==> src/sih_ram.sv <==
// sih_ram: simple dual-port synchronous RAM, registered read data.
// One write and one read port. No dependencies.
`default_nettype none
module sih_ram #(
  parameter int DEPTH = 64,
  parameter int WIDTH = 8,
  localparam int AW = (DEPTH > 1) ? $clog2(DEPTH) : 1
) (
  input  wire logic             clk,
  input  wire logic             we,
  input  wire logic [AW-1:0]    waddr,
  input  wire logic [WIDTH-1:0] wdata,
  input  wire logic             re,
  input  wire logic [AW-1:0]    raddr,
  output logic      [WIDTH-1:0] rdata
);
  logic [WIDTH-1:0] mem [DEPTH];

  always_ff @(posedge clk) begin
    if (we) begin
      mem[waddr] <= wdata;
    end
    if (re) begin
      rdata <= mem[raddr];
    end
  end
endmodule
`default_nettype wire

==> config.mk <==
export PLATFORM = sky130hd
export DESIGN_NAME = sih_ram
export DESIGN_NICKNAME = d
export VERILOG_FILES = /design/src/sih_ram.sv
export SDC_FILE = /design/constraint.sdc
export NUM_CORES = 1
export LEC_CHECK = 0
export BUFFER_PORTS_ARGS = -buffer_cell sky130_fd_sc_hd__buf_2
export CELL_PAD_IN_SITES_DETAIL_PLACEMENT = 2
export CELL_PAD_IN_SITES_GLOBAL_PLACEMENT = 2
export CORE_ASPECT_RATIO = 0.5
export CORE_MARGIN = 2
export CORE_UTILIZATION = 50
export CTS_CLUSTER_DIAMETER = 40
export CTS_CLUSTER_SIZE = 30
export DETAILED_ROUTE_END_ITERATION = 8
export HOLD_SLACK_MARGIN = 0.12
export PLACE_DENSITY_LB_ADDON = 0.1
export SLEW_MARGIN = 5
export SYNTH_ARGS = -nofsm -noshare
export SYNTH_HDL_FRONTEND = slang
export SYNTH_SLANG_ARGS = --single-unit
==> constraint.sdc <==
create_clock -name clk -period 2.65 [get_ports clk]
set_clock_uncertainty 0.15 [all_clocks]
set_input_delay 0.3975 -clock clk [delete_from_list [all_inputs] [get_ports clk]]
set_output_delay 0.3975 -clock clk [all_outputs]
set_load 0.05 [all_outputs]
---- Word-level counts from Yosys, hierarchy flattened ----
Memories as Yosys holds them, arrays and structs flattened. A register that Yosys moved wholly into a read port is not among the register bits.
Cells that the tools add are included.
operators by class
  multiplexer cells ....................... 2
operators with widths
  cell              number
  1-bit 2-to-1 mux  2
storage, ports and cells
  bits in registers ....................... 0
  memories kept ........................... 1
  bits in writable memories ............... 512
  input bits .............................. 23
memories
  name  words  bits a word  rd ports  clocked after memory_dff  wr ports  RTL line  source
  mem   64     8            1         1                         1         17        logic [WIDTH-1:0] mem [DEPTH];

---- Depth between registers and ports, before layout ----
  word-level depth ........................ 2
  depth in mapped cells ................... 9

---- Least setup slack after synthesis ----
Ideal clock, no wire load.
  path type ............................... input to register
  start point ............................. input raddr[1]
  end point ............................... register rdata[3] (read register of mem) (data pin)
  slack ................................... 0.296 ns
  arrival ................................. 1.937 ns
  required time ........................... 2.234 ns
  stages .................................. 7
  path buffers ............................ 3
  setup time .............................. 0.266 ns
  path through ............................ buf_4 buf_2 buf_2 mux4_2 mux4_2 o21ai_1 o41ai_1
RTL lines
  item                RTL line  source
  start: declaration  14        input wire logic [AW-1:0] raddr,
  end: declaration    15        output logic [WIDTH-1:0] rdata

==> impl_results.rst <==
.. list-table::
   :header-rows: 1

   * - Metric
     - Value
   * - Result of the run
     - finished clean
   * - Synthesis warning total
     - 0
   * - Post-DR vias/cell
     - 6.503
   * - Post-synthesis cell type count
     - 39
   * - Buffering stage count on the worst path with inverters included
     - 0
   * - Final global-route overflow total
     - 0
   * - Count of port buffers added during placement
     - 30
   * - Die area
     - 0.04222 mm^2
   * - Floorplan core area
     - about 0.040 mm^2
   * - Synthesized instance count
     - 940
   * - Post-CTS setup-driven buffer insertion count
     - 0
   * - Class of the tightest hold or removal check
     - in2reg
   * - Headroom to the max-slew limit
     - 0.4125
   * - Initial cell density of the core
     - 0.5035
   * - Total vias in the final route
     - 10810
   * - Static leakage
     - 7.492 nW
   * - Critical Setup Path Class
     - reg2reg
   * - Critical path peak fanout
     - 1
   * - Largest stage delay on the critical path
     - 560 ps
   * - HPWL Detailed
     - about 40000 um
   * - Cts bufs inserted
     - 38
   * - Clock-pin slew on the worst setup and hold paths
     - 120 ps
   * - Final worst slack
     - 226.0 ps
   * - Mean instance size in the synthesized netlist
     - between 20 and 25 um^2
   * - Fin crit share
     - 0.9147
   * - WL/cell
     - around 40 um
   * - Antenna violations before repair
     - 4
   * - CP startpoint kind
     - flop
   * - Pre-CTS worst setup slack
     - -188.3 ps
   * - Root buffer selected by CTS
     - clkbuf_16
   * - Share of the yosys chip area belonging to registers
     - 0.7712
   * - Number of gates given a new drive strength after cts
     - 0
   * - Share of cells above drive strength 1
     - 0.3298
   * - Main flop type after synthesis
     - edfxtp_1
   * - Final setup vio count
     - 0
   * - FP Rows
     - 52
   * - Vertical die dimension
     - 146.3 um
   * - Pin slew with the least headroom to its limit
     - about 880 ps
   * - Global-route total usage across every layer
     - 0.3287
   * - Global-route wire length before repair
     - between 90000 and 100000 um
   * - Number of remaining DRC errors
     - 0
   * - Number of synthesized flops with an enable pin
     - 520
   * - Clock latency at the later pin of the worst-skew pair
     - 600 ps
   * - Count of maximum capacitance violations
     - 0
   * - Unrepaired setup endpoints after global routing
     - no
   * - CP required
     - 2820 ps
   * - Number of antenna-violating nets in the routed design
     - 0
   * - Iter 0 DRT Violations
     - 1433
   * - Final count of pins violating max slew
     - 0
   * - Critical path's top delay family
     - multiplexers
   * - Critical path capture point type
     - flop
   * - Clock period minus worst slack
     - 2424 ps
   * - Clock H-tree levels
     - 2
   * - TritonCTS clock tree
     - done
   * - Area overhead of the layout relative to synthesis
     - 15.08%
   * - Cell type of the slowest stage on the worst timing path
     - mux4_2
   * - Iteration count of the initial detailed-routing pass
     - 5
   * - Total Nets Final
     - 1116
   * - Net Count, Synth
     - 963
   * - Horiz. Die Dim
     - 288.6 um
   * - Maximum clock frequency
     - 412.5 MHz
   * - Final core utilization
     - 0.5795
   * - Critical path arrival
     - 2590 ps
   * - Placer's final routability congestion estimate
     - 0.8082
   * - # clock sinks
     - between 500 and 600
   * - Count of final hold-check violations
     - 0
   * - Power density of the placed cells
     - 732.0 mW/mm^2
   * - Share of flip-flops with an asynchronous set or reset
     - 0
   * - Pin count of the biggest net entering global routing
     - 65
   * - Highest ir drop seen on vdd
     - 419.4 uV
   * - Total wire length after detailed routing
     - 67130 um
   * - Number of global-route vias before repair
     - 11740
   * - Crit path top cell by count
     - mux4_2
   * - Clock Path Buffers
     - 3
   * - Number of top-level design ports
     - 31
   * - Critical Path, Cell by Cell
     - mux4_2 -> mux4_2 -> nor2_1 -> nor3_1 -> o2bb2ai_1
   * - Number of synthesized register bits
     - 520
   * - Netlist Area Pre-Place
     - slightly above 0.02 mm^2
## layout make-up
| cell class | count | area [um^2] |
|---|---|---|
| antenna | 1 | 2.502 |
| tap | 540 | 675.6 |
| multi-input combinational | 369 | 4315 |
| timing repair buffer | 164 | 1310 |
| fill | 3288 | 16910 |
| clock buffer | 43 | 1033 |
| clock inverter | 26 | 347.8 |
| sequential | 520 | 15620 |
## synth_stat cells, types with 4 or more instances
cell | n | area share
nand3_1 | 13 | 0.0032
nand2_1 | 19 | 0.0035
nor2b_1 | 14 | 0.0043
clkbuf_1 | 17 | 0.0032
buf_1 | 4 | 0.00074
nor2_1 | 83 | 0.015
nor3_1 | 7 | 0.0017
nand2b_1 | 7 | 0.0022
o221ai_1 | 8 | 0.0035
buf_2 | 11 | 0.0027
mux2_2 | 13 | 0.0072
o22ai_1 | 8 | 0.0025
buf_6 | 4 | 0.0022
a221oi_1 | 6 | 0.0026
mux2i_1 | 23 | 0.011
mux4_2 | 126 | 0.14
a211oi_1 | 4 | 0.0015
edfxtp_1 | 520 | 0.77
buf_4 | 13 | 0.0048
## power breakdown
group / switching [mW] / internal [mW]
sequential: 0.0305 / 9.11
combinational: 0.676 / 0.385
clock: 3.35 / 3.51
## final timing paths
check	startpoint	slack (ps)	cells past startpoint	to
max	mem[11][0]$_DFFE_PP_	230	5	rdata[0]$_DFFE_PP_
min	wdata[1]	150	1	mem[45][1]$_DFFE_PP_
max reg2reg	mem[11][0]$_DFFE_PP_	230	5	rdata[0]$_DFFE_PP_
min reg2reg	mem[31][6]$_DFFE_PP_	830	3	rdata[6]$_DFFE_PP_
## through the flow
stage / hold slack (ps) / area (um^2) / cells / total power [mW] / TNS (ps)
2_1_floorplan: 346.4 / 20250 / 940 / 9.834 / 0
3_3_place_gp: 652.1 / 21910 / 1592 / 10.27 / -372.5
3_5_place_dp: 652.3 / 21910 / 1592 / 10.34 / -800.1
4_1_cts: 159.0 / 23300 / 1662 / 17.11 / 0
5_1_grt: 157.8 / 23300 / 1662 / 17.38 / 0
6_report: 154.7 / 23300 / 1663 / 17.06 / 0
## cells by family after synthesis
family	after synthesis	share of synthesized area
buffers and inverters	51	0.01563
flip-flops	520	0.7712
AO/OA/AOI/OAI	54	0.02064
AND/OR/NAND/NOR	153	0.03374
multiplexers	162	0.1588
## flip-flops by register name (all words and copies together) (netlist names)
signal  cells
mem       512
rdata       8
## metal layers
| metal | GRT usage | share of wire | up-vias |
|---|---|---|---|
| met3 | 0.08500 | 0.085 | 124 |
| met2 | 0.5496 | 0.50 | 547 |
| met4 | 0.09407 | 0.029 | 2 |
| met1 | 0.4301 | 0.39 | 5912 |
| li1 | - | - | 4229 |
| met5 | 0 | 0.00018 | - |
## cell usage in the layout, fill, tap and decap left out, types with 14 or more instances in the layout
cell       instances
clkbuf_16         41
buf_4            124
buf_2             27
nor2_1            83
mux4_2           126
nor2b_1           14
nand2_1           19
mux2i_1           23
edfxtp_1         520
## repair_timing
| item | in CTS | in global routing |
|---|---|---|
| endpoints found under the setup margin | 0 | 0 |
| hold buffers | 1 | 0 |
| endpoints found under the hold margin | 8 | 0 |
(Power assumes the default switching activity.)
