### src/sih_pkg.sv
// sih_pkg: shared types, codes, constants and the FNV-1a step for the
// string intern hash table. No dependencies.
`default_nettype none
package sih_pkg;

  localparam int DEF_TABLE_SLOTS = 1024;
  localparam int DEF_POOL_BYTES  = 16384;
  localparam int DEF_MAX_KEY_LEN = 64;

  localparam int IDW      = 10;
  localparam int LIMW     = 11;
  localparam int LIMIT_RESET = 768;

  localparam logic [63:0] FNV_BASIS = 64'd14695981039346656037;

  localparam logic [1:0] CMD_INTERN   = 2'd0;
  localparam logic [1:0] CMD_CONTAINS = 2'd1;
  localparam logic [1:0] CMD_TEXT     = 2'd2;

  localparam logic [1:0] STAT_OK       = 2'd0;
  localparam logic [1:0] STAT_BAD_ID   = 2'd1;
  localparam logic [1:0] STAT_FULL     = 2'd2;
  localparam logic [1:0] STAT_TOO_LONG = 2'd3;

  typedef enum logic [4:0] {
    S_CLEAR, S_IDLE, S_SLOT_RD, S_SLOT_CHK, S_ENT_CHK, S_CMP_RD, S_CMP_CHK,
    S_DECIDE, S_COPY_RD, S_COPY_WR, S_COMMIT, S_RESULT, S_TXT_CHK, S_TXT_RD,
    S_TXT_EMIT
  } state_t;

  typedef enum logic [1:0] {PR_EMPTY, PR_MATCH, PR_EXHAUST} probe_t;

  // prime = 2^40 + 0x1B3
  function automatic logic [63:0] fnv_step(input logic [63:0] h, input logic [7:0] b);
    logic [63:0] x;
    x = h ^ {56'd0, b};
    return (x << 40) + (x << 8) + (x << 7) + (x << 5) + (x << 4) + (x << 1) + x;
  endfunction

endpackage
`default_nettype wire

### src/sih_ram.sv
// sih_ram: simple dual-port synchronous RAM, registered read data.
// One write and one read port. No dependencies.
`default_nettype none
module sih_ram #(
  parameter int DEPTH = 64,
  parameter int WIDTH = 8,
  localparam int AW = (DEPTH > 1) ? $clog2(DEPTH) : 1
) (
  input  wire logic             clk,
  input  wire logic             we,
  input  wire logic [AW-1:0]    waddr,
  input  wire logic [WIDTH-1:0] wdata,
  input  wire logic             re,
  input  wire logic [AW-1:0]    raddr,
  output logic      [WIDTH-1:0] rdata
);
  logic [WIDTH-1:0] mem [DEPTH];

  always_ff @(posedge clk) begin
    if (we) begin
      mem[waddr] <= wdata;
    end
    if (re) begin
      rdata <= mem[raddr];
    end
  end
endmodule
`default_nettype wire

### src/sih_key.sv
// sih_key: running FNV-1a hash, key length and key byte buffer.
// Depends on sih_pkg and sih_ram.
`default_nettype none
module sih_key #(
  parameter int MAX_KEY_LEN = sih_pkg::DEF_MAX_KEY_LEN,
  localparam int KLW = $clog2(MAX_KEY_LEN + 2),
  localparam int KBW = (MAX_KEY_LEN > 1) ? $clog2(MAX_KEY_LEN) : 1
) (
  input  wire logic           clk,
  input  wire logic           rst,
  input  wire logic           step,
  input  wire logic [7:0]     key_byte,
  input  wire logic           byte_present,
  input  wire logic           key_last,
  output logic      [63:0]    upd_hash,
  output logic      [KLW-1:0] upd_len,
  input  wire logic           rd_en,
  input  wire logic [KBW-1:0] rd_addr,
  output logic      [7:0]     rd_data
);
  logic [63:0]    hash;
  logic [KLW-1:0] len;
  logic           buf_we;

  always_comb begin
    upd_hash = byte_present ? sih_pkg::fnv_step(hash, key_byte) : hash;
    upd_len  = (byte_present && len <= KLW'(MAX_KEY_LEN)) ? len + 1'b1 : len;
    buf_we   = step && byte_present && (len < KLW'(MAX_KEY_LEN));
  end

  always_ff @(posedge clk) begin
    if (rst) begin
      hash <= sih_pkg::FNV_BASIS;
      len  <= '0;
    end else if (step) begin
      hash <= key_last ? sih_pkg::FNV_BASIS : upd_hash;
      len  <= key_last ? '0 : upd_len;
    end
  end

  sih_ram #(.DEPTH(MAX_KEY_LEN), .WIDTH(8)) u_buf (
    .clk(clk), .we(buf_we), .waddr(len[KBW-1:0]), .wdata(key_byte),
    .re(rd_en), .raddr(rd_addr), .rdata(rd_data)
  );
endmodule
`default_nettype wire

### config.mk
export PLATFORM = sky130hd
export DESIGN_NAME = sih_key
export DESIGN_NICKNAME = d
export VERILOG_FILES = /design/src/sih_pkg.sv /design/src/sih_ram.sv /design/src/sih_key.sv
export SDC_FILE = /design/constraint.sdc
export NUM_CORES = 1
export LEC_CHECK = 0
export ABC_CLOCK_PERIOD_IN_PS = 15350
export BUFFER_PORTS_ARGS = -buffer_cell sky130_fd_sc_hd__buf_2
export CAP_MARGIN = 20
export CORE_MARGIN = 2
export CORE_UTILIZATION = 52
export DETAILED_ROUTE_END_ITERATION = 6
export PLACE_DENSITY = 0.66
export SYNTH_ARGS = -nofsm -noshare
export SYNTH_HDL_FRONTEND = slang
export SYNTH_SLANG_ARGS = --single-unit
### constraint.sdc
create_clock -name clk -period 15.35 [get_ports clk]
set_input_delay 0.7675 -clock clk [delete_from_list [all_inputs] [get_ports clk]]
set_output_delay 0.7675 -clock clk [all_outputs]
set_load 0.1 [all_outputs]
Word-level counts from Yosys, hierarchy flattened:

Memories as Yosys holds them, arrays and structs flattened. A register that Yosys moved wholly into a read port is not among the register bits.
Index checks and enable logic that the tools add are counted.

* logic and storage cells: 22
* memories: 1
* register bits: 71
* RAM bits: 512

Memories
* u_buf.mem: depth 64, width 8, rd ports 1, clocked after memory_dff 1, wr ports 1, RTL line sih_ram.sv:17 `logic [WIDTH-1:0] mem [DEPTH];`

* mux-type cells: 6
* $add $sub $neg: 7
* bitwise operators: 1
* reduce and logical (&&, ||, !) cells: 3
* magnitude comparators: 2

Operators with widths (count)
* $add 64x64->64: 6
* $mux 64: 2
* $xor 64x8->64: 1
* $mux 7: 2
* $add 7x1->7 const B: 1
* $le 7x7->1 const B: 1
* $lt 7x7->1 const B: 1
* $logic_and 1x1->1: 3
* $mux 1: 2

Depth between registers and ports, before layout:

Gate-level depths: netlist of run 1.

* depth after elaboration: 9
* mapped depth: 21

Modules after synthesis:

A second synthesis of run 1 with hierarchy kept.

* cells, all modules: 2531
* area total of the unflattened synthesis: 34120.2 um^2

By module, submodules not included
* sih_ram: instances 1, seq. area each 15615.0 um^2, area an instance 20246.9 um^2, cells each 940
* sih_key: instances 1, seq. area each 1421.4 um^2, area an instance 13873.3 um^2, cells each 1591

Worst setup path before layout of run 1:

No wires, ideal clock.

* path kind: input-to-output
* start point: input key_byte[4]
* end point: output upd_hash[40]
* cell stages on the path: 18
* required time: 14583 ps
* path buffers: 0
* path slack: 7485 ps
* data arrival time: 7098 ps
* cell sequence: xor2_1 > inv_1 > fa_1 > inv_1 > fa_1 > fa_1 > ha_1 > ha_1 > and3_1 > nand4_1 > a21o_1 > nand3_1 > nand4_1 > a21oi_1 > o21bai_1 > a21oi_1 > nor3_1 > o31ai_1

* word-level cells in the longest chain between the ends: 8

RTL lines
* start, declared: RTL line sih_key.sv:12 `input wire logic [7:0] key_byte,`
* $xor 64x8->64 *: RTL line sih_pkg.sv:36 `x = h ^ {56'd0, b};`
* $add 64x64->64 (5 in a row): RTL line sih_pkg.sv:37 `return (x << 40) + (x << 8) + (x << 7) + (x << 5) + (x << 4) + (x << 1) + x;`
* $add 64x64->64 *: RTL line sih_pkg.sv:37
* $mux 64 *: RTL line sih_key.sv:26 `upd_hash = byte_present ? sih_pkg::fnv_step(hash, key_byte) : hash;`
* end, declared: RTL line sih_key.sv:15 `output logic [63:0] upd_hash,`

Mark *: on every way between the ends. The rest lies on a longest branch, timed or not.

Final worst setup path of run 1:

* start point: input key_byte[4]
* end point: output upd_hash[47]

Same word-level chain as after synthesis.

==> results of run 1 <==
==> layer usage <==
layer	up-vias	global-route usage [%]	routed length, um
met5	-	0	0
met4	0	10.7	3770
met3	166	3.50	4750
met2	730	43.0	41400
met1	10200	34.6	33600
li1	8696	-	-
==> kinds of logic (layout without fill, tap and decap cells) <==
kind of cell | after synthesis | after routing | synth area share [%]
xor gates and xnor gates | 84 | 84 | 2.18
buffers and inverters | 489 | 626 | 5.47
DFF | 591 | 591 | 50.5
AOI/OAI and AO/OA | 321 | 321 | 6.12
adders and majority gates | 357 | 357 | 18.7
muxes | 192 | 192 | 12.0
and+or+nand+nor | 368 | 368 | 4.98
==> flip-flops by register name, summed over array words and instances (netlist names) <==
name,count
u_buf.mem,512
hash,64
u_buf.rdata,8
len,7
==> placed cells by master, fill, tap and decap left out, drive strengths merged, types with 35 or more instances in the layout <==
cell,instances
mux4,168
dfxtp,71
o21ai,81
buf,116
ha,112
a21o,35
xnor2,58
edfxtp,520
fa,245
clkbuf,72
nor2,144
a21oi,98
nand2,98
inv,396
==> layout make-up <==
type                    instances  area share [%]
well taps                     855            2.87
flip-flops and latches        591            45.7
clock buffers                  71            4.19
repair buffers                117            1.79
multi-input cells            1322            39.8
clock inverters                45            1.74
inverters                     393            3.96
==> worst register-to-register path: stages (launching register included) <==
cell and delay (ps):
sky130_fd_sc_hd__dfxtp_1 420, sky130_fd_sc_hd__xor2_1 700, sky130_fd_sc_hd__inv_1 230, sky130_fd_sc_hd__fa_1 580, sky130_fd_sc_hd__inv_1 50, sky130_fd_sc_hd__fa_1 560
sky130_fd_sc_hd__fa_1 420, sky130_fd_sc_hd__ha_1 290, sky130_fd_sc_hd__ha_1 350, sky130_fd_sc_hd__and3_1 230, sky130_fd_sc_hd__nor3b_1 180, sky130_fd_sc_hd__o2111ai_1 250
sky130_fd_sc_hd__nand2_1 190, sky130_fd_sc_hd__a31oi_1 580, sky130_fd_sc_hd__nor3_1 130, sky130_fd_sc_hd__a41o_1 300, sky130_fd_sc_hd__o22ai_1 140, sky130_fd_sc_hd__xor2_1 250
sky130_fd_sc_hd__a22oi_1 100
==> path summary, 6_finish.rpt <==
check                                           endpoint  depth (start not counted)
worst max-delay path                        upd_hash[47]                         21
worst max register to register     hash[59]$_SDFFE_PP1P_                         18
worst min-delay path            u_buf.rdata[0]$_DFFE_PP_                          1
worst min register to register     hash[13]$_SDFFE_PP1P_                          2
==> metrics by stage <==
stage	hold slack [ps]	std cells
after floorplan	454	2402
after global placement	468	3277
after detailed placement	478	3277
after CTS	426	3393
after global routing	446	3394
final	466	3394
==> results.txt, run 1 <==
The port buffer count came out at 98. The count of cell types in the netlist is 70. The remaining routing DRC violations came out at 0. After synthesis the netlist holds a flip-flop and latch count of 591.

The CTS buffer count is 61. For this run, the number of Yosys warnings is 0. Row generation in the floorplan step produced 93 rows. The routed layout has 19800 vias. Relative to the synthesized area, the layout overhead comes to 10.6%. Counting both buffers and inverters, the worst setup path holds a total of 5. The share of the cycle needed by the critical path after routing came out at 53.8%. The floorplan die area came out at 66900 sq um. The number of buffers added to fix hold violations after cts is 0. The kind of cell with the highest combined delay along the critical path is adder cells. The total routing usage reported by global routing is 25.8%. Detailed placement ended at an HPWL of 58700 um. The count of routing violations after the opening detailed-route iteration is 1697. The count of final max-slew check failures was 0. The initial cell density of the core came out at 52.5%. The largest net degree at the start of global routing came out at 78. Once layout is complete, the utilization of the core stands at 58.1%.

The startpoint identified for the worst hold timing path is rd_en. The minimum period implied by the final worst setup slack is 8260 ps. The fraction of post-synthesis cell area in the top cell type by area is 46.3%. After technology mapping, the gate count stands at 2402. The start-to-end type of the worst setup path is in -> out. The floorplan step set the die height to 259 um. The standard cell with the maximum stage delay on the critical path is sky130_fd_sc_hd__xor2_1. The die span in x came out at 259 um. The achievable frequency came out at 121 MHz.

The area of all placed cells without fillers came out at 37300 sq um. The clock slew seen by the registers of the worst setup and hold paths is 60 ps. The total count of hold-check failures in the final report is 0. The share of async-settable or async-resettable flops after synthesis is 0%. The final worst clock skew is 42.1 ps. CTS placed an instance of sky130_fd_sc_hd__clkbuf_16 at the clock tree root. The run finished with clean final reports. The setup TNS is 0 ps. The routed length per placed instance is 24.6 um. The total area inside the core boundary comes to 64200 sq um. The area occupied by multi-input gates came out at 14800 sq um. The via count of the first global-routing pass was 20800. Among the stages of the critical path, the cell type that occurs most often is sky130_fd_sc_hd__fa_1.

Setup repair after global routing left no endpoint under its margin. The tightest min-delay check is of the in -> reg type. The biggest cell delay along the critical path is 720 ps. The leading register cell type out of synthesis is sky130_fd_sc_hd__edfxtp_1.

The first global-routing pass estimated 129000 um of wire. By count the netlist is led by sky130_fd_sc_hd__edfxtp_1, sky130_fd_sc_hd__inv_1, sky130_fd_sc_hd__fa_1, sky130_fd_sc_hd__mux4_2, sky130_fd_sc_hd__nor2_1. The peak fanout along the critical path is 65. The placement-stage cell area is 35100 sq um.

The TritonCTS clock tree is done. The final setup violation count is 0. The launching point of the worst reg2reg path is hash[4]$_SDFFE_PP0P_. The via count normalized by instance count came out at 5.84. The initial antenna violation count is 0. The signal arrival time at the worst endpoint is 7490 ps. The number of nets in the layout came out at 2863. The worst setup path is captured at an output port.

Sequential cells were found to cover 50.5% of the synthesized design area. The final wirelength is 83600 um. The depth of the CTS H-tree is 2.

The share of final-layout standard cells stronger than drive strength 1 is 16.5%. The cell with the most instances after synthesis is sky130_fd_sc_hd__edfxtp_1. The sum of overflow across all layers after global routing came out at 0. The number of antenna diodes came out at 0. The congestion estimate from routability-driven global placement came to 0.962. The quantity of gates resized following cts is 0. The number of top-level pins came out at 99. The worst slew slack as a fraction of its limit is 23.8%.

The critical path starts at key_byte[4]. The endpoint required time on the critical path came out at 14580 ps. The area of all sequential standard cells came out at 17000 sq um. The filler cell count in the final layout came out at 5150.

The register-to-register path setup slack is 9320 ps. After synthesis, the mean cell area works out to 14.0 sq um. The worst slack at placement came out at 7190 ps. The CTS sink count came out at 591. The number of synthesized flops with an enable pin came out at 520. The post-route worst setup slack came out at 7090 ps. In this run the deepest clock path goes through 3 buffers. Max-cap violations in this run came to 0. The slew at the pin closest to its max-slew limit came out at 1140 ps.

Walking the worst path, the cells encountered are buf_2 -> buf_4 -> xor2_1 -> inv_1 -> fa_1 -> inv_1 -> fa_1 -> fa_1 -> ha_1 -> ha_1 -> and3_1 -> nor3b_1 -> o2111ai_1 -> nand2_1 -> a31oi_1 -> o31ai_1 -> nand4_1 -> nand2_1 -> xor2_1 -> mux2_2 -> buf_2. The total iterations of the first detailed-routing run is 7. The mapped netlist covers 33700 sq um. The post-synth net total came out at 2779. In the post-synthesis netlist, the biggest area contributors are sky130_fd_sc_hd__edfxtp_1, sky130_fd_sc_hd__fa_1, sky130_fd_sc_hd__mux4_2. Summed over all instances, the cell type with the most area after synthesis is sky130_fd_sc_hd__edfxtp_1.

The launching element type of the critical path is an input port. The number of setup buffers added after CTS is 0. The remaining number of nets flagged by the antenna check after routing is 0. The clock insertion delay at the later pin of the skew report came out at 660 ps.
Power of run 1 is not shown: default switching activity piles up to over one toggle a cycle in this logic, so the estimate is an artifact.
==> run 2: changes to the inputs <==
Settings changed: ABC_CLOCK_PERIOD_IN_PS 15350 to 8250.
Clock period 15.35 ns to 8.25 ns, I/O delays scaled along.
==> run 2 against run 1 <==
Sequential share of layout area is 0.34 points higher. Critical endpoint unchanged. Worst setup slack got worse by 6300 ps. Cell count about the same. Critical path type is now reg -> out. Highest routed layer unchanged.
==> results.txt, run 2 (synthesis gave the netlist of run 1 again) <==
The post-route worst setup slack is 781 ps. The via count of the first global-routing pass is 20600. The floorplan die area is 66900 sq um. The start point of the worst hold path is key_byte[1]. The endpoint required time on the critical path came out at 7840 ps. The number of vias after detailed routing is 19700. After the last flow step, the layout net total stands at 2868. The signal arrival time at the worst endpoint came out at 7060 ps. The remaining number of nets flagged by the antenna check after routing came out at 0. The register-to-register path setup slack is 2180 ps.

The sum of routed wire segments on met1 is 33900 um. The number of maximum-capacitance constraint violations is 0. The final weighted congestion in routability-driven placement came out at 0.922. The clock insertion delay at the later pin of the skew report came out at 640 ps. The launching element type of the critical path is a flip-flop. The launching point of the worst reg2reg path is hash[3]$_SDFFE_PP0P_.

The standard cell with the maximum stage delay on the critical path is sky130_fd_sc_hd__xnor2_1. The deepest clock path buffer count came out at 3. For hold timing, the worst endpoint is u_buf.mem[6][1]$_DFFE_PP_. The share of final-layout standard cells stronger than drive strength 1 is 16.3%. The met2 layer wire length in the routed design is 41100 um.

The total count of hold-check failures in the final report was 0. The final cell utilization of the core is 57.6%. The die span in x came out at 259 um. For this design, the CTS-stage hold fixing added 0 buffers. On the worst path, the slowest cell contributes a delay of 760 ps. Detailed routing placed a total of 4860 um of wire on met3. The initial cell density of the core is 52.5%. Hold timing on the final database bottoms out at a slack of 81.0 ps. The register with the most flip-flops is u_buf.mem. The clock slew seen by the registers of the worst setup and hold paths came out at 60 ps.

The final critical path takes up 90.5% of the cycle. The final setup violation count came out at 0. Between clock sinks in the finished design, the worst skew comes to 22.0 ps. The placement row count is 93. Setup repair after global routing left no endpoint under its margin. The logic depth of the worst register-to-register path is 20. The via count normalized by instance count came out at 5.80.

The worst slack at placement came out at 1240 ps. The cell occurring most often along the worst timing path is sky130_fd_sc_hd__fa_1. For the pin with the worst max-slew slack, the measured transition is 949 ps.

The remaining routing DRC violations is 0. The count of routing violations after the opening detailed-route iteration is 1729. The most common cell after layout, fill and taps aside is sky130_fd_sc_hd__edfxtp_1.

The total routing usage reported by global routing came out at 25.3%. Subtracting the final worst setup slack from the clock period gives 7470 ps. The end of the worst register-to-register path is hash[61]$_SDFFE_PP0P_.

The estimated wirelength of the detail-placed design is 58100 um. After detailed routing, no signal wire sits above met4. The achievable frequency is 134 MHz. The flip-flop count of the largest register, all copies and words added came out at 512. The first TritonRoute pass finished after 5 iterations.

The peak fanout along the critical path is 6. Adding up every negative setup slack in the final design gives 0 ps. The quantity of gates resized following cts came out at 0. The sum of overflow across all layers after global routing is 0. In this run the vertical extent of the chip is 259 um. The largest registers in the layout are u_buf.mem (512), hash (64), u_buf.rdata (8).

The routed length per placed instance came out at 24.1 um. The initial antenna violation count is 1. The top cell types in the final layout, fill and taps aside, are sky130_fd_sc_hd__edfxtp_1, sky130_fd_sc_hd__inv_1, sky130_fd_sc_hd__fa_1.

The growth of design area from synthesis to finish is 9.80%. The flow ran to the end, and the final reports show no timing, DRC or antenna violations. STA classifies the critical path endpoint as an output port. The number of buffers and inverters on the critical path is 2. The depth of the CTS H-tree is 2. The CTS buffer count came out at 61.

The final wirelength is 81800 um. On the critical path the largest part of the delay comes from adder cells. The tree is rooted in a sky130_fd_sc_hd__clkbuf_16. The number of setup buffers added after CTS is 0. Walking the worst path, the cells encountered are xnor2_1 -> inv_1 -> fa_1 -> fa_1 -> fa_1 -> ha_1 -> ha_1 -> and3_1 -> nor3b_1 -> o2111ai_1 -> nand2_1 -> a31oi_1 -> o31ai_1 -> nand4_1 -> nand2_1 -> xor2_1 -> mux2_2 -> buf_2. CTS saw 591 sinks. In this run the tightest slew margin relative to its limit is 36.7%.

The floorplan core area is 64200 sq um. The count of final max-slew check failures came to 0. The number of cells on the worst hold path came out at 1. The critical path is of the reg -> out type.

The largest net degree at the start of global routing is 82. Buffers placed on the I/O ports in this run total 98. The number of top-level pins came out at 99.

The global-route wire length before repair came out at 127000 um. The kind of path behind the tightest hold check is in -> reg. TritonCTS built the clock tree.
run 2: layout make-up:
type	instances	area (sq um)
repair buffers	122	704
clock inverters	36	290
well taps	855	1070
diodes	1	2.50
multi-input cells	1322	14800
fillers	5158	27200
inverters	393	1480
clock buffers	77	1610
flip-flops and latches	591	17000
run 2: per-layer routing:
layer  vias up  track usage (%)
met5         -                0
met4         0             7.03
met3       113             3.91
met2       605             42.6
met1     10300             34.4
li1       8700                -
run 2: how the worst max path moves through the flow:
stage / start / end / cells past startpoint
after floorplan: key_byte[4] / upd_hash[40] / 18
after global placement: key_byte[5] / upd_hash[47] / 19
after detailed placement: key_byte[5] / upd_hash[47] / 19
after CTS: hash[3]$_SDFFE_PP0P_ / upd_hash[61] / 21
after global routing: hash[3]$_SDFFE_PP0P_ / upd_hash[61] / 21
final: hash[5]$_SDFFE_PP1P_ / upd_hash[47] / 18
run 2: through the flow:
step / cells / cell area (sq um)
2_1_floorplan: 2402 / 33700
3_3_place_gp: 3282 / 35100
3_5_place_dp: 3282 / 35100
4_1_cts: 3395 / 37000
5_1_grt: 3397 / 37000
6_report: 3397 / 37000
Power of run 2 is left out for the same reason.
